<file path="src/rtl/sha1_stream_hash_defines.svh">
// Assertion macros used by the top module of the SHA-1 stream hash RTL.
// Each macro expects signals named clk and rst_n in the enclosing module.
`ifndef SHA1_STREAM_HASH_DEFINES_SVH
`define SHA1_STREAM_HASH_DEFINES_SVH

// The consequent must hold in the same cycle as the antecedent.
`define SHA1SH_ASSERT_NOW(label, ante, cons) \
    label: assert property (@(posedge clk) disable iff (!rst_n) (ante) |-> (cons)) \
        else $error("sha1 stream hash assertion failed");

// The consequent must hold in the cycle after the antecedent.
`define SHA1SH_ASSERT_NEXT(label, ante, cons) \
    label: assert property (@(posedge clk) disable iff (!rst_n) (ante) |=> (cons)) \
        else $error("sha1 stream hash assertion failed");

`endif

</file>
<file path="src/rtl/sha1sh_pkg.sv">
// Shared types, constants and round functions for the SHA-1 stream hash.
// No dependencies; imported by every module of the block.
package sha1sh_pkg;

    localparam int WORD_W      = 32;
    localparam int NUM_WORDS   = 16;
    localparam int NUM_ROUNDS  = 80;
    localparam int HASH_WORDS  = 5;
    localparam int POS_W       = 4;
    localparam int ROUND_W     = 7;
    localparam int IDX_W       = 3;

    localparam logic [POS_W-1:0]   LAST_POS   = POS_W'(NUM_WORDS - 1);
    localparam logic [ROUND_W-1:0] LAST_ROUND = ROUND_W'(NUM_ROUNDS - 1);
    localparam logic [IDX_W-1:0]   LAST_IDX   = IDX_W'(HASH_WORDS - 1);

    localparam logic [WORD_W-1:0] HASH_IV [HASH_WORDS] = '{
        32'h67452301, 32'hEFCDAB89, 32'h98BADCFE, 32'h10325476, 32'hC3D2E1F0
    };

    typedef enum logic [1:0] {
        ST_IDLE,
        ST_ROUND,
        ST_ADD,
        ST_EMIT
    } state_t;

    // Control from the sequencer to the round datapath.
    typedef struct packed {
        logic               load_iv;
        logic               init_work;
        logic               round_en;
        logic               add_en;
        logic [ROUND_W-1:0] round_idx;
    } ctrl_t;

    function automatic logic [WORD_W-1:0] round_k(input logic [ROUND_W-1:0] t);
        logic [WORD_W-1:0] k;
        if (t < ROUND_W'(20))
            k = 32'h5A827999;
        else if (t < ROUND_W'(40))
            k = 32'h6ED9EBA1;
        else if (t < ROUND_W'(60))
            k = 32'h8F1BBCDC;
        else
            k = 32'hCA62C1D6;
        return k;
    endfunction

    function automatic logic [WORD_W-1:0] round_f(
        input logic [ROUND_W-1:0] t,
        input logic [WORD_W-1:0]  b,
        input logic [WORD_W-1:0]  c,
        input logic [WORD_W-1:0]  d
    );
        logic [WORD_W-1:0] f;
        if (t < ROUND_W'(20))
            f = (b & c) | (~b & d);
        else if (t < ROUND_W'(40))
            f = b ^ c ^ d;
        else if (t < ROUND_W'(60))
            f = (b & c) | (b & d) | (c & d);
        else
            f = b ^ c ^ d;
        return f;
    endfunction

endpackage

</file>
<file path="src/rtl/sha1_stream_hash.sv">
// Words 1 to 15 of a block are taken one per cycle while word_valid is high. The 16th
// word starts 80 rounds on the single round unit and one chaining add; the block takes
// no new word until they are done. A final block then shows five digest transfers,
// one per cycle when digest_ready is high, before the next word is taken.
// Reset loads the SHA-1 initial values into the chaining value and clears the word
// position; the block is ready as soon as reset is released.
`include "sha1_stream_hash_defines.svh"
module sha1_stream_hash
    import sha1sh_pkg::*;
(
    input  logic              clk,
    input  logic              rst_n,
    input  logic              word_valid,
    output logic              word_ready,
    input  logic [WORD_W-1:0] message_word,
    input  logic              start_of_message,
    input  logic              final_block,
    output logic              digest_valid,
    input  logic              digest_ready,
    output logic [WORD_W-1:0] digest_word,
    output logic [IDX_W-1:0]  digest_index,
    output logic              last_of_digest
);

    state_t             state_reg, state_next;
    logic [POS_W-1:0]   pos_reg, pos_next;
    logic [ROUND_W-1:0] round_reg, round_next;
    logic [IDX_W-1:0]   idx_reg, idx_next;
    logic               final_reg, final_next;

    ctrl_t             ctrl;
    logic              word_fire;
    logic              digest_fire;
    logic              last_word;
    logic [WORD_W-1:0] w_cur;
    logic [WORD_W-1:0] chain [HASH_WORDS];

    assign word_fire   = word_valid && word_ready;
    assign digest_fire = digest_valid && digest_ready;
    assign last_word   = (pos_reg == LAST_POS);

    sha1sh_sched u_sched (
        .clk       (clk),
        .load_en   (word_fire),
        .load_word (message_word),
        .round_en  (ctrl.round_en),
        .w_cur     (w_cur)
    );

    sha1sh_core u_core (
        .clk   (clk),
        .rst_n (rst_n),
        .ctrl  (ctrl),
        .w_cur (w_cur),
        .chain (chain)
    );

    // Next state.
    always_comb
    begin
        state_next = state_reg;
        unique case (state_reg)
            ST_IDLE:
            begin
                if (word_fire && last_word)
                    state_next = ST_ROUND;
            end
            ST_ROUND:
            begin
                if (round_reg == LAST_ROUND)
                    state_next = ST_ADD;
            end
            ST_ADD:
            begin
                state_next = final_reg ? ST_EMIT : ST_IDLE;
            end
            ST_EMIT:
            begin
                if (digest_fire && idx_reg == LAST_IDX)
                    state_next = ST_IDLE;
            end
            default:
            begin
                state_next = ST_IDLE;
            end
        endcase
    end

    // Outputs and counters. In the idle state the input is always ready, so a
    // valid word there is a transfer.
    always_comb
    begin
        word_ready     = 1'b0;
        digest_valid   = 1'b0;
        ctrl.load_iv   = 1'b0;
        ctrl.init_work = 1'b0;
        ctrl.round_en  = 1'b0;
        ctrl.add_en    = 1'b0;
        ctrl.round_idx = round_reg;
        pos_next       = pos_reg;
        round_next     = '0;
        idx_next       = '0;
        final_next     = final_reg;
        unique case (state_reg)
            ST_IDLE:
            begin
                word_ready     = 1'b1;
                ctrl.load_iv   = word_valid && start_of_message;
                ctrl.init_work = word_valid && last_word;
                if (word_valid)
                begin
                    pos_next = pos_reg + POS_W'(1);
                    if (last_word)
                        final_next = final_block;
                end
            end
            ST_ROUND:
            begin
                ctrl.round_en = 1'b1;
                round_next    = round_reg + ROUND_W'(1);
            end
            ST_ADD:
            begin
                ctrl.add_en = 1'b1;
            end
            ST_EMIT:
            begin
                digest_valid = 1'b1;
                if (!digest_fire)
                    idx_next = idx_reg;
                else if (idx_reg != LAST_IDX)
                    idx_next = idx_reg + IDX_W'(1);
            end
            default:
            begin
                word_ready = 1'b0;
            end
        endcase
    end

    always_ff @(posedge clk or negedge rst_n)
    begin
        if (!rst_n)
        begin
            state_reg <= ST_IDLE;
            pos_reg   <= '0;
            round_reg <= '0;
            idx_reg   <= '0;
            final_reg <= 1'b0;
        end
        else
        begin
            state_reg <= state_next;
            pos_reg   <= pos_next;
            round_reg <= round_next;
            idx_reg   <= idx_next;
            final_reg <= final_next;
        end
    end

    assign digest_word    = chain[idx_reg];
    assign digest_index   = idx_reg;
    assign last_of_digest = (idx_reg == LAST_IDX);

    `SHA1SH_ASSERT_NOW(a_no_overlap, word_ready, !digest_valid)
    `SHA1SH_ASSERT_NOW(a_index_range, digest_valid, idx_reg <= LAST_IDX)
    `SHA1SH_ASSERT_NEXT(a_block_starts, word_fire && last_word, state_reg == ST_ROUND && round_reg == '0)
    `SHA1SH_ASSERT_NEXT(a_rounds_end, state_reg == ST_ROUND && round_reg == LAST_ROUND, state_reg == ST_ADD)
    `SHA1SH_ASSERT_NEXT(a_digest_done, digest_fire && last_of_digest, word_ready && pos_reg == '0)

endmodule

</file>
<file path="src/rtl/sha1sh_sched.sv">
// Sixteen-word message schedule window for the SHA-1 stream hash.
// Depends on sha1sh_pkg; words shift in on input transfers and expand during rounds.
module sha1sh_sched
    import sha1sh_pkg::*;
(
    input  logic              clk,
    input  logic              load_en,
    input  logic [WORD_W-1:0] load_word,
    input  logic              round_en,
    output logic [WORD_W-1:0] w_cur
);

    logic [WORD_W-1:0] win_reg  [NUM_WORDS];
    logic [WORD_W-1:0] win_next [NUM_WORDS];
    logic [WORD_W-1:0] mix;
    logic [WORD_W-1:0] expanded;

    // Entry 0 always holds W[t]; the word sixteen rounds ahead is appended at the end.
    assign w_cur    = win_reg[0];
    assign mix      = win_reg[13] ^ win_reg[8] ^ win_reg[2] ^ win_reg[0];
    assign expanded = {mix[WORD_W-2:0], mix[WORD_W-1]};

    always_comb
    begin
        for (int i = 0; i < NUM_WORDS - 1; i++)
        begin
            win_next[i] = win_reg[i + 1];
        end
        win_next[NUM_WORDS - 1] = load_en ? load_word : expanded;
    end

    always_ff @(posedge clk)
    begin
        if (load_en || round_en)
        begin
            for (int i = 0; i < NUM_WORDS; i++)
            begin
                win_reg[i] <= win_next[i];
            end
        end
    end

endmodule

</file>
<file path="src/rtl/sha1sh_core.sv">
// Working variables, shared round unit and chaining value of the SHA-1 stream hash.
// Depends on sha1sh_pkg; driven by the sequencer in sha1_stream_hash.
module sha1sh_core
    import sha1sh_pkg::*;
(
    input  logic              clk,
    input  logic              rst_n,
    input  ctrl_t             ctrl,
    input  logic [WORD_W-1:0] w_cur,
    output logic [WORD_W-1:0] chain [HASH_WORDS]
);

    logic [WORD_W-1:0] cv_reg   [HASH_WORDS];
    logic [WORD_W-1:0] work_reg [HASH_WORDS];
    logic [WORD_W-1:0] temp;
    logic [WORD_W-1:0] a_rot;

    assign chain = cv_reg;

    assign a_rot = {work_reg[0][WORD_W-6:0], work_reg[0][WORD_W-1:WORD_W-5]};
    assign temp  = a_rot + round_f(ctrl.round_idx, work_reg[1], work_reg[2], work_reg[3])
                 + work_reg[4] + w_cur + round_k(ctrl.round_idx);

    always_ff @(posedge clk or negedge rst_n)
    begin
        if (!rst_n)
        begin
            cv_reg <= HASH_IV;
        end
        else if (ctrl.load_iv)
        begin
            cv_reg <= HASH_IV;
        end
        else if (ctrl.add_en)
        begin
            for (int i = 0; i < HASH_WORDS; i++)
            begin
                cv_reg[i] <= cv_reg[i] + work_reg[i];
            end
        end
    end

    // A start flag on the block's last word seeds the rounds with the initial values.
    always_ff @(posedge clk)
    begin
        if (ctrl.init_work)
        begin
            if (ctrl.load_iv)
            begin
                work_reg <= HASH_IV;
            end
            else
            begin
                work_reg <= cv_reg;
            end
        end
        else if (ctrl.round_en)
        begin
            work_reg[0] <= temp;
            work_reg[1] <= work_reg[0];
            work_reg[2] <= {work_reg[1][1:0], work_reg[1][WORD_W-1:2]};
            work_reg[3] <= work_reg[2];
            work_reg[4] <= work_reg[3];
        end
    end

endmodule

</file>
<file path="config.mk">
export PLATFORM = sky130hd
export DESIGN_NAME = sha1_stream_hash
export DESIGN_NICKNAME = d
export VERILOG_FILES = /design/src/rtl/sha1sh_pkg.sv /design/src/rtl/sha1_stream_hash.sv /design/src/rtl/sha1sh_sched.sv /design/src/rtl/sha1sh_core.sv
export VERILOG_INCLUDE_DIRS = /design/src /design/src/rtl
export SDC_FILE = /design/constraint.sdc
export NUM_CORES = 2
export LEC_CHECK = 0
export ABC_AREA = 1
export BUFFER_PORTS_ARGS = -buffer_cell sky130_fd_sc_hd__buf_2
export CAP_MARGIN = 25
export CORE_MARGIN = 4
export CORE_UTILIZATION = 25
export CTS_CLUSTER_DIAMETER = 150
export DETAILED_ROUTE_END_ITERATION = 6
export PLACE_DENSITY = 0.47
export SYNTH_ARGS = -nofsm -noshare
export SYNTH_HDL_FRONTEND = slang
export SYNTH_SLANG_ARGS = --single-unit
</file>
<file path="constraint.sdc">
create_clock -name clk -period 18 [get_ports clk]
set_clock_uncertainty 0.1 [all_clocks]
set_input_delay 0 -clock clk [delete_from_list [all_inputs] [get_ports clk]]
set_output_delay 0 -clock clk [all_outputs]
set_load 0.005 [all_outputs]
</file>
Word-level counts from Yosys, hierarchy flattened. Memory sizes are Yosys's and may differ from the RTL's. Cells that the tools add are included.

Eq/ne operators: 11. Add/sub/neg operators: 12. Reduce and logical (&&, ||, !) cells: 13. Bitwise gates (word level): 14. Multiplexer cells: 31. $lt $le $gt $ge: 4.

Operators with widths (number): two-way mux 160 bit (5); adder 32 bit (9); two-way mux 32 bit (8); XOR 32 bit (5); bitwise AND 32 bit (4); binary-select mux 32 bit (select 3 bit) (1); bitwise OR 32 bit (3); inverter 32 bit (1); two-way mux 31 bit (1); < comparator 7 x 6 -> 1 bit, second input constant (2); two-way mux 2 bit (5); two-way mux 3 bit (3); inequality test 2 bit, second input constant (4); one-hot mux 2 bit (4 select lines) (1); adder 7 x 1 -> 7 bit, second input constant (1); == test 7 bit, second input constant (1); < comparator 7 x 5 -> 1 bit, second input constant (1); two-way mux 7 bit (1); logical AND 1 bit (6); two-way mux 1 bit (6); AND reduction 3 bit (2); adder 4 x 1 -> 4 bit, second input constant (1); == test 2 bit, second input constant (2); == test 4 bit, second input constant (1); other kinds (10) (11).

Bits in writable memories: 512. Output and inout port bits: 38. Memories kept: 1. Input bits: 38. Bits in registers: 337.

Memory list: u_sched.win_reg (depth 16, width 32, read ports 16, clocked after memory_dff 0, write ports 16, line sha1sh_sched.sv:13) `logic [WORD_W-1:0] win_reg [NUM_WORDS];`.

Depth between registers and ports, before layout.
Depth after elaboration: 12. Gate-level depth with buffers: 27.

By module. From an unflattened synthesis, not the netlist that was laid out.

Cells, all modules: 5891. Area, all modules: 50294.5 um^2.

By module, submodules not included: sha1sh_core (area each 30224.0 um^2, seq. area each 8908.5 um^2, cells an instance 4411, times used 1); sha1sh_sched (area each 17760.8 um^2, seq. area each 15374.7 um^2, cells an instance 1065, times used 1); sha1_stream_hash (area each 2309.7 um^2, seq. area each 425.4 um^2, cells an instance 415, times used 1).

Least setup slack after synthesis. OpenSTA, ideal clock, no wires.

Path type: flip-flop to flip-flop. Start point: register state_reg[1]. End point: memory u_sched.win_reg[0][0] (enable). Setup time: 3664 ps. Clock period less this slack: 13146 ps. Cell stages (with the launch flop): 6. Data arrival time: 9382 ps. Path slack: 4854 ps. Path through: dfrtp_1 nor2_2 nand2_2 buf_2 buf_1 nand2_1.

RTL lines: start: declaration (line sha1_stream_hash.sv:25) `state_t state_reg, state_next;`; start signal: assignment (line sha1_stream_hash.sv:153) `state_reg <= state_next;`; end: declaration (line sha1sh_sched.sv:13).

Worst setup path after layout.
Start point: register round_reg[3]. End point: register u_core.work_reg, in the netlist u_core.a_rot[14], data pin.

Longest elaborated chain between the ends: 10.

RTL lines: start: declaration (line sha1_stream_hash.sv:27) `logic [ROUND_W-1:0] round_reg, round_next;`; start signal: assignment (line sha1_stream_hash.sv:155) `round_reg <= round_next;`; < comparator 7 x 6 -> 1 bit (line sha1sh_pkg.sv:43, sha1sh_pkg.sv:61); two-way mux 32 bit (line sha1sh_pkg.sv:61) `else if (t < ROUND_W'(60))`; two-way mux 32 bit (line sha1sh_pkg.sv:59) `else if (t < ROUND_W'(40))`; two-way mux 32 bit (line sha1sh_pkg.sv:57) `if (t < ROUND_W'(20))`; adder 32 bit (line sha1sh_core.sv:21) `assign temp = a_rot + round_f(ctrl.round_idx, work_reg[1], work_reg[2], work_reg[3])`; adder 32 bit (2 in series) (line sha1sh_core.sv:22) `+ work_reg[4] + w_cur + round_k(ctrl.round_idx);`; adder 32 bit (*) (line sha1sh_core.sv:22); two-way mux 160 bit (*) (line sha1sh_core.sv:57) `else if (ctrl.round_en)`; two-way mux 160 bit (*) (line sha1sh_core.sv:46) `if (ctrl.init_work)`; end signal: assignment (line sha1sh_core.sv:54) `work_reg <= cv_reg;`; end: declaration (line sha1sh_core.sv:14) `logic [WORD_W-1:0] work_reg [HASH_WORDS];`.

Mark *: on every way between the ends. The rest lies on a longest branch, timed or not. The select of a mux whose other input is x is not followed. A chain may end at the register's enable or synchronous reset.

==> impl_table.tex <==
\begin{tabular}{lr}
\hline
Metric & Value \\
\hline
\multicolumn{2}{l}{\textbf{Status}} \\
\quad Outcome & completed \\
\multicolumn{2}{l}{\textbf{Drt}} \\
\quad ANT nets after route & 0 \\
\quad Vias/cell & 4.80 \\
\quad Count of routing violations after the opening detailed-route iteration & 3405 \\
\quad Post-route DRC & 0 \\
\quad Post-DR wirelength/cell & 23.3 µm \\
\quad Total wire length & 181000 µm \\
\quad Number of optimization iterations in the first detailed-route pass & 5 \\
\quad Detailed-route via count & 37300 \\
\multicolumn{2}{l}{\textbf{Worst setup path}} \\
\quad CP max stage cell & sky130\_fd\_sc\_hd\_\_o21ai\_0 \\
\quad Type of the worst setup path & register to register \\
\quad Depth of the most critical reg-to-reg path & 22 \\
\quad Crit end category & register \\
\quad Largest fanout on the critical path & 37 \\
\quad Cell type group with the largest total delay on the critical path & simple AND/OR/NAND/NOR gates \\
\quad Data arrival time of the critical path & 7.10 ns \\
\quad Ordered cell list for the critical path & o21ai\_0 -> nand2\_1 -> nand2\_2 -> buf\_4 -> nand2\_1 -> buf\_4 -> o221ai\_1 -> fa\_1 -> inv\_1 -> fa\_1 -> inv\_1 -> fa\_1 -> inv\_1 -> ha\_1 -> nand2\_1 -> nand2\_1 -> nand2\_1 -> nand3\_1 -> nand2\_1 -> nand3\_1 -> o21ai\_0 -> nand2\_1 \\
\quad Number of buffers and inverters on the critical path & 5 \\
\quad Setup crit start kind & register \\
\quad Most prevalent standard cell on the critical path & sky130\_fd\_sc\_hd\_\_nand2\_1 \\
\quad Largest incremental delay on the critical path & 0.59 ns \\
\quad WP data required & 18.37 ns \\
\quad Logic depth of the worst setup path including buffers & 22 \\
\multicolumn{2}{l}{\textbf{Clock tree}} \\
\quad Root buffer cell & sky130\_fd\_sc\_hd\_\_clkbuf\_16 \\
\quad Num CTS Buffers & 102 \\
\quad Largest buffer count on any clock path & 3 \\
\quad Clock transition at path regs & 0.06 ns \\
\quad TritonCTS clock tree & done \\
\quad Number of levels the H-tree was split into & 3 \\
\quad Sink count of the clock tree & 849 \\
\quad Clock latency at the later pin of the worst-skew pair & 0.75 ns \\
\multicolumn{2}{l}{\textbf{Place}} \\
\quad Routability Congestion & 0.986 \\
\quad \# port buffers & 75 \\
\quad Estimated wirelength of the detail-placed design & 138000 µm \\
\multicolumn{2}{l}{\textbf{Finish}} \\
\quad Post-layout utilization of the core & 29.2\% \\
\quad Final net count & 5577 \\
\quad Number of flip-flops under the largest register name & 512 \\
\quad Most frequent cells in the layout & sky130\_fd\_sc\_hd\_\_nand2\_1, sky130\_fd\_sc\_hd\_\_inv\_1, sky130\_fd\_sc\_hd\_\_edfxtp\_1 \\
\quad Most frequent standard cell in the layout excluding fill and tap cells & sky130\_fd\_sc\_hd\_\_nand2\_1 \\
\quad Layout cell share with drive strength beyond 1 & 7.29\% \\
\quad Area Overhead vs Synth & 15.9\% \\
\multicolumn{2}{l}{\textbf{STA}} \\
\quad Total of endpoints with negative setup slack in the final report & 0 \\
\quad Number of endpoints with negative hold slack in the final report & 0 \\
\quad Fraction of the cycle the final worst path needs & 37.4\% \\
\quad Final worst path period need & 6.73 ns \\
\quad Unrepaired setup endpoints after global routing & no \\
\quad Least-Margin Pin Slew & 1.10 ns \\
\quad Slew Limit Fails & 0 \\
\quad Fmax & 149 MHz \\
\quad Worst relative slew slack & 25.8\% \\
\quad Post-route setup TNS & 0 ns \\
\multicolumn{2}{l}{\textbf{Floorplanning}} \\
\quad Boundary Pins & 76 \\
\quad Initial Utilization & 25.2\% \\
\quad FP Rows & 159 \\
\quad Chip width & 444 µm \\
\quad Total die area & 197000 µm² \\
\quad Die boundary height & 444 µm \\
\quad Core Area & 189000 µm² \\
\multicolumn{2}{l}{\textbf{Yosys}} \\
\quad Netlist Area Pre-Place & 47600 µm² \\
\quad Syn Inst Count & 5012 \\
\quad Synthesized net count & 5398 \\
\quad Flop and latch count out of synthesis & 849 \\
\quad Number of different library cells in the post-synthesis netlist & 50 \\
\quad Number of warnings reported in the yosys synthesis log & 0 \\
\quad Predominant post-synthesis flop cell & sky130\_fd\_sc\_hd\_\_edfxtp\_1 \\
\quad Part of the Yosys area used for sequential elements & 51.9\% \\
\quad Number of synthesized flops with an enable pin & 672 \\
\quad Mapped Avg Cell Area & 9.49 µm² \\
\quad Share of synthesized flip-flops with an asynchronous set or reset & 20.8\% \\
\multicolumn{2}{l}{\textbf{Global routing}} \\
\quad Largest net degree at the start of global routing & 188 \\
\quad Vias in the first global route & 36000 \\
\quad Aggregate global-route resource usage & 17.9\% \\
\quad Wire length of the first global-routing pass & 257000 µm \\
\quad Overflow left after global routing & 0 \\
\quad Antenna violations before repair & 2 \\
\multicolumn{2}{l}{\textbf{Run}} \\
\quad \# Max-Cap Violations & 0 \\
\multicolumn{2}{l}{\textbf{Hold path}} \\
\quad Worst hold stages & 4 \\
\quad Min-Delay Path Class & input pin to register \\
\hline
\end{tabular}
==> metal layers <==
metal	global-route usage [%]	vias up	routed length, µm
met5	0	-	0
met4	7.11	0	8060
met3	2.83	283	11400
met2	28.5	1337	81500
met1	24.3	18500	80200
li1	-	17200	-
==> cell usage after synthesis (9+ instances only) <==
| master | count | share of area, % |
|---|---|---|
| sky130_fd_sc_hd__nand2_1 | 973 | 7.7 |
| sky130_fd_sc_hd__inv_1 | 742 | 5.9 |
| sky130_fd_sc_hd__edfxtp_1 | 672 | 42 |
| sky130_fd_sc_hd__nor2_1 | 461 | 3.6 |
| sky130_fd_sc_hd__a21oi_1 | 384 | 4.0 |
| sky130_fd_sc_hd__o21ai_0 | 331 | 3.5 |
| sky130_fd_sc_hd__nand3_1 | 292 | 3.1 |
| sky130_fd_sc_hd__ha_1 | 224 | 5.9 |
| sky130_fd_sc_hd__fa_1 | 124 | 5.2 |
| sky130_fd_sc_hd__xnor2_1 | 114 | 2.1 |
| sky130_fd_sc_hd__dfrtp_1 | 97 | 5.1 |
| sky130_fd_sc_hd__o22ai_1 | 92 | 1.2 |
| sky130_fd_sc_hd__dfstp_2 | 80 | 4.4 |
| sky130_fd_sc_hd__nor3_1 | 56 | 0.59 |
| sky130_fd_sc_hd__clkbuf_1 | 44 | 0.35 |
| sky130_fd_sc_hd__nand4_1 | 44 | 0.58 |
| sky130_fd_sc_hd__xor2_1 | 34 | 0.63 |
| sky130_fd_sc_hd__buf_2 | 32 | 0.34 |
| sky130_fd_sc_hd__o21bai_1 | 25 | 0.39 |
| sky130_fd_sc_hd__a22oi_1 | 24 | 0.38 |
| sky130_fd_sc_hd__buf_4 | 16 | 0.25 |
| sky130_fd_sc_hd__buf_1 | 15 | 0.12 |
| sky130_fd_sc_hd__nand3b_1 | 15 | 0.24 |
| sky130_fd_sc_hd__o22a_1 | 15 | 0.28 |
| sky130_fd_sc_hd__o21a_1 | 10 | 0.16 |
| sky130_fd_sc_hd__a22o_1 | 9 | 0.17 |
| sky130_fd_sc_hd__o221ai_1 | 9 | 0.17 |
| sky130_fd_sc_hd__o22ai_2 | 9 | 0.24 |
==> area by class of cell <==
| class | count | area, µm² |
|---|---|---|
| inverters | 747 | 2810 |
| diodes | 4 | 10.0 |
| multi-input cells | 3306 | 19600 |
| clock inverters | 47 | 611 |
| clock buffers | 146 | 2870 |
| fillers | 20000 | 133000 |
| well taps | 2495 | 3120 |
| repair buffers | 185 | 1460 |
| flip-flops and latches | 849 | 24700 |
==> repair_timing <==
item | in CTS | in global routing
hold buffers | 75 | 0
setup buffers | 0 | 0
hold endpoints to repair | 135 | 0
gates resized for setup | 0 | 0
==> path summary, 6_finish.rpt <==
path,start,to,slack (ns)
worst max-delay path,round_reg[3],u_core.a_rot[14],11.27
worst min-delay path,message_word[21],u_sched.win_reg[1][245],0.03
worst max register to register,round_reg[3],u_core.a_rot[14],11.27
worst min register to register,u_sched.win_reg[1][151],u_sched.win_reg[1][119],0.30
max in group asynchronous,rst_n,pos_reg[1],15.47
min in group asynchronous,rst_n,u_core.chain[99],0.56
==> through the flow <==
step                      instance area (µm²)  worst slack [ns]  hold slack [ns]  std cells
final                                   55200             11.27           0.0308       7779
after global routing                    55100             10.86           0.0439       7775
after CTS                               55100             11.20          0.00283       7774
after detailed placement                50900             11.22           0.0618       7506
after global placement                  50900             11.35           0.0518       7506
after floorplan                         47600              4.85           -0.396       5012
==> cells by family (layout without fill, tap and decap cells) <==
kind of cell | after synthesis | count (layout) | share of synthesized area, %
xor gates and xnor gates | 148 | 148 | 2.72
AOI/OAI and AO/OA | 935 | 935 | 10.9
adders and majority gates | 348 | 348 | 11.1
DFF | 849 | 849 | 51.9
muxes | 1 | 1 | 0.0237
buffers and inverters | 857 | 1125 | 7.02
and+or+nand+nor | 1874 | 1874 | 16.3
other | 0 | 4 | 0
==> worst min-delay path, stage by stage <==
cell,delay [ns]
sky130_fd_sc_hd__dlygate4sd3_1,0.53
sky130_fd_sc_hd__buf_2,0.10
sky130_fd_sc_hd__nor2_1,0.03
sky130_fd_sc_hd__a21oi_1,0.11
Power is left out: the tool's default activity adds up to more than one toggle a clock period on the data nets, which glitch-free logic cannot reach.
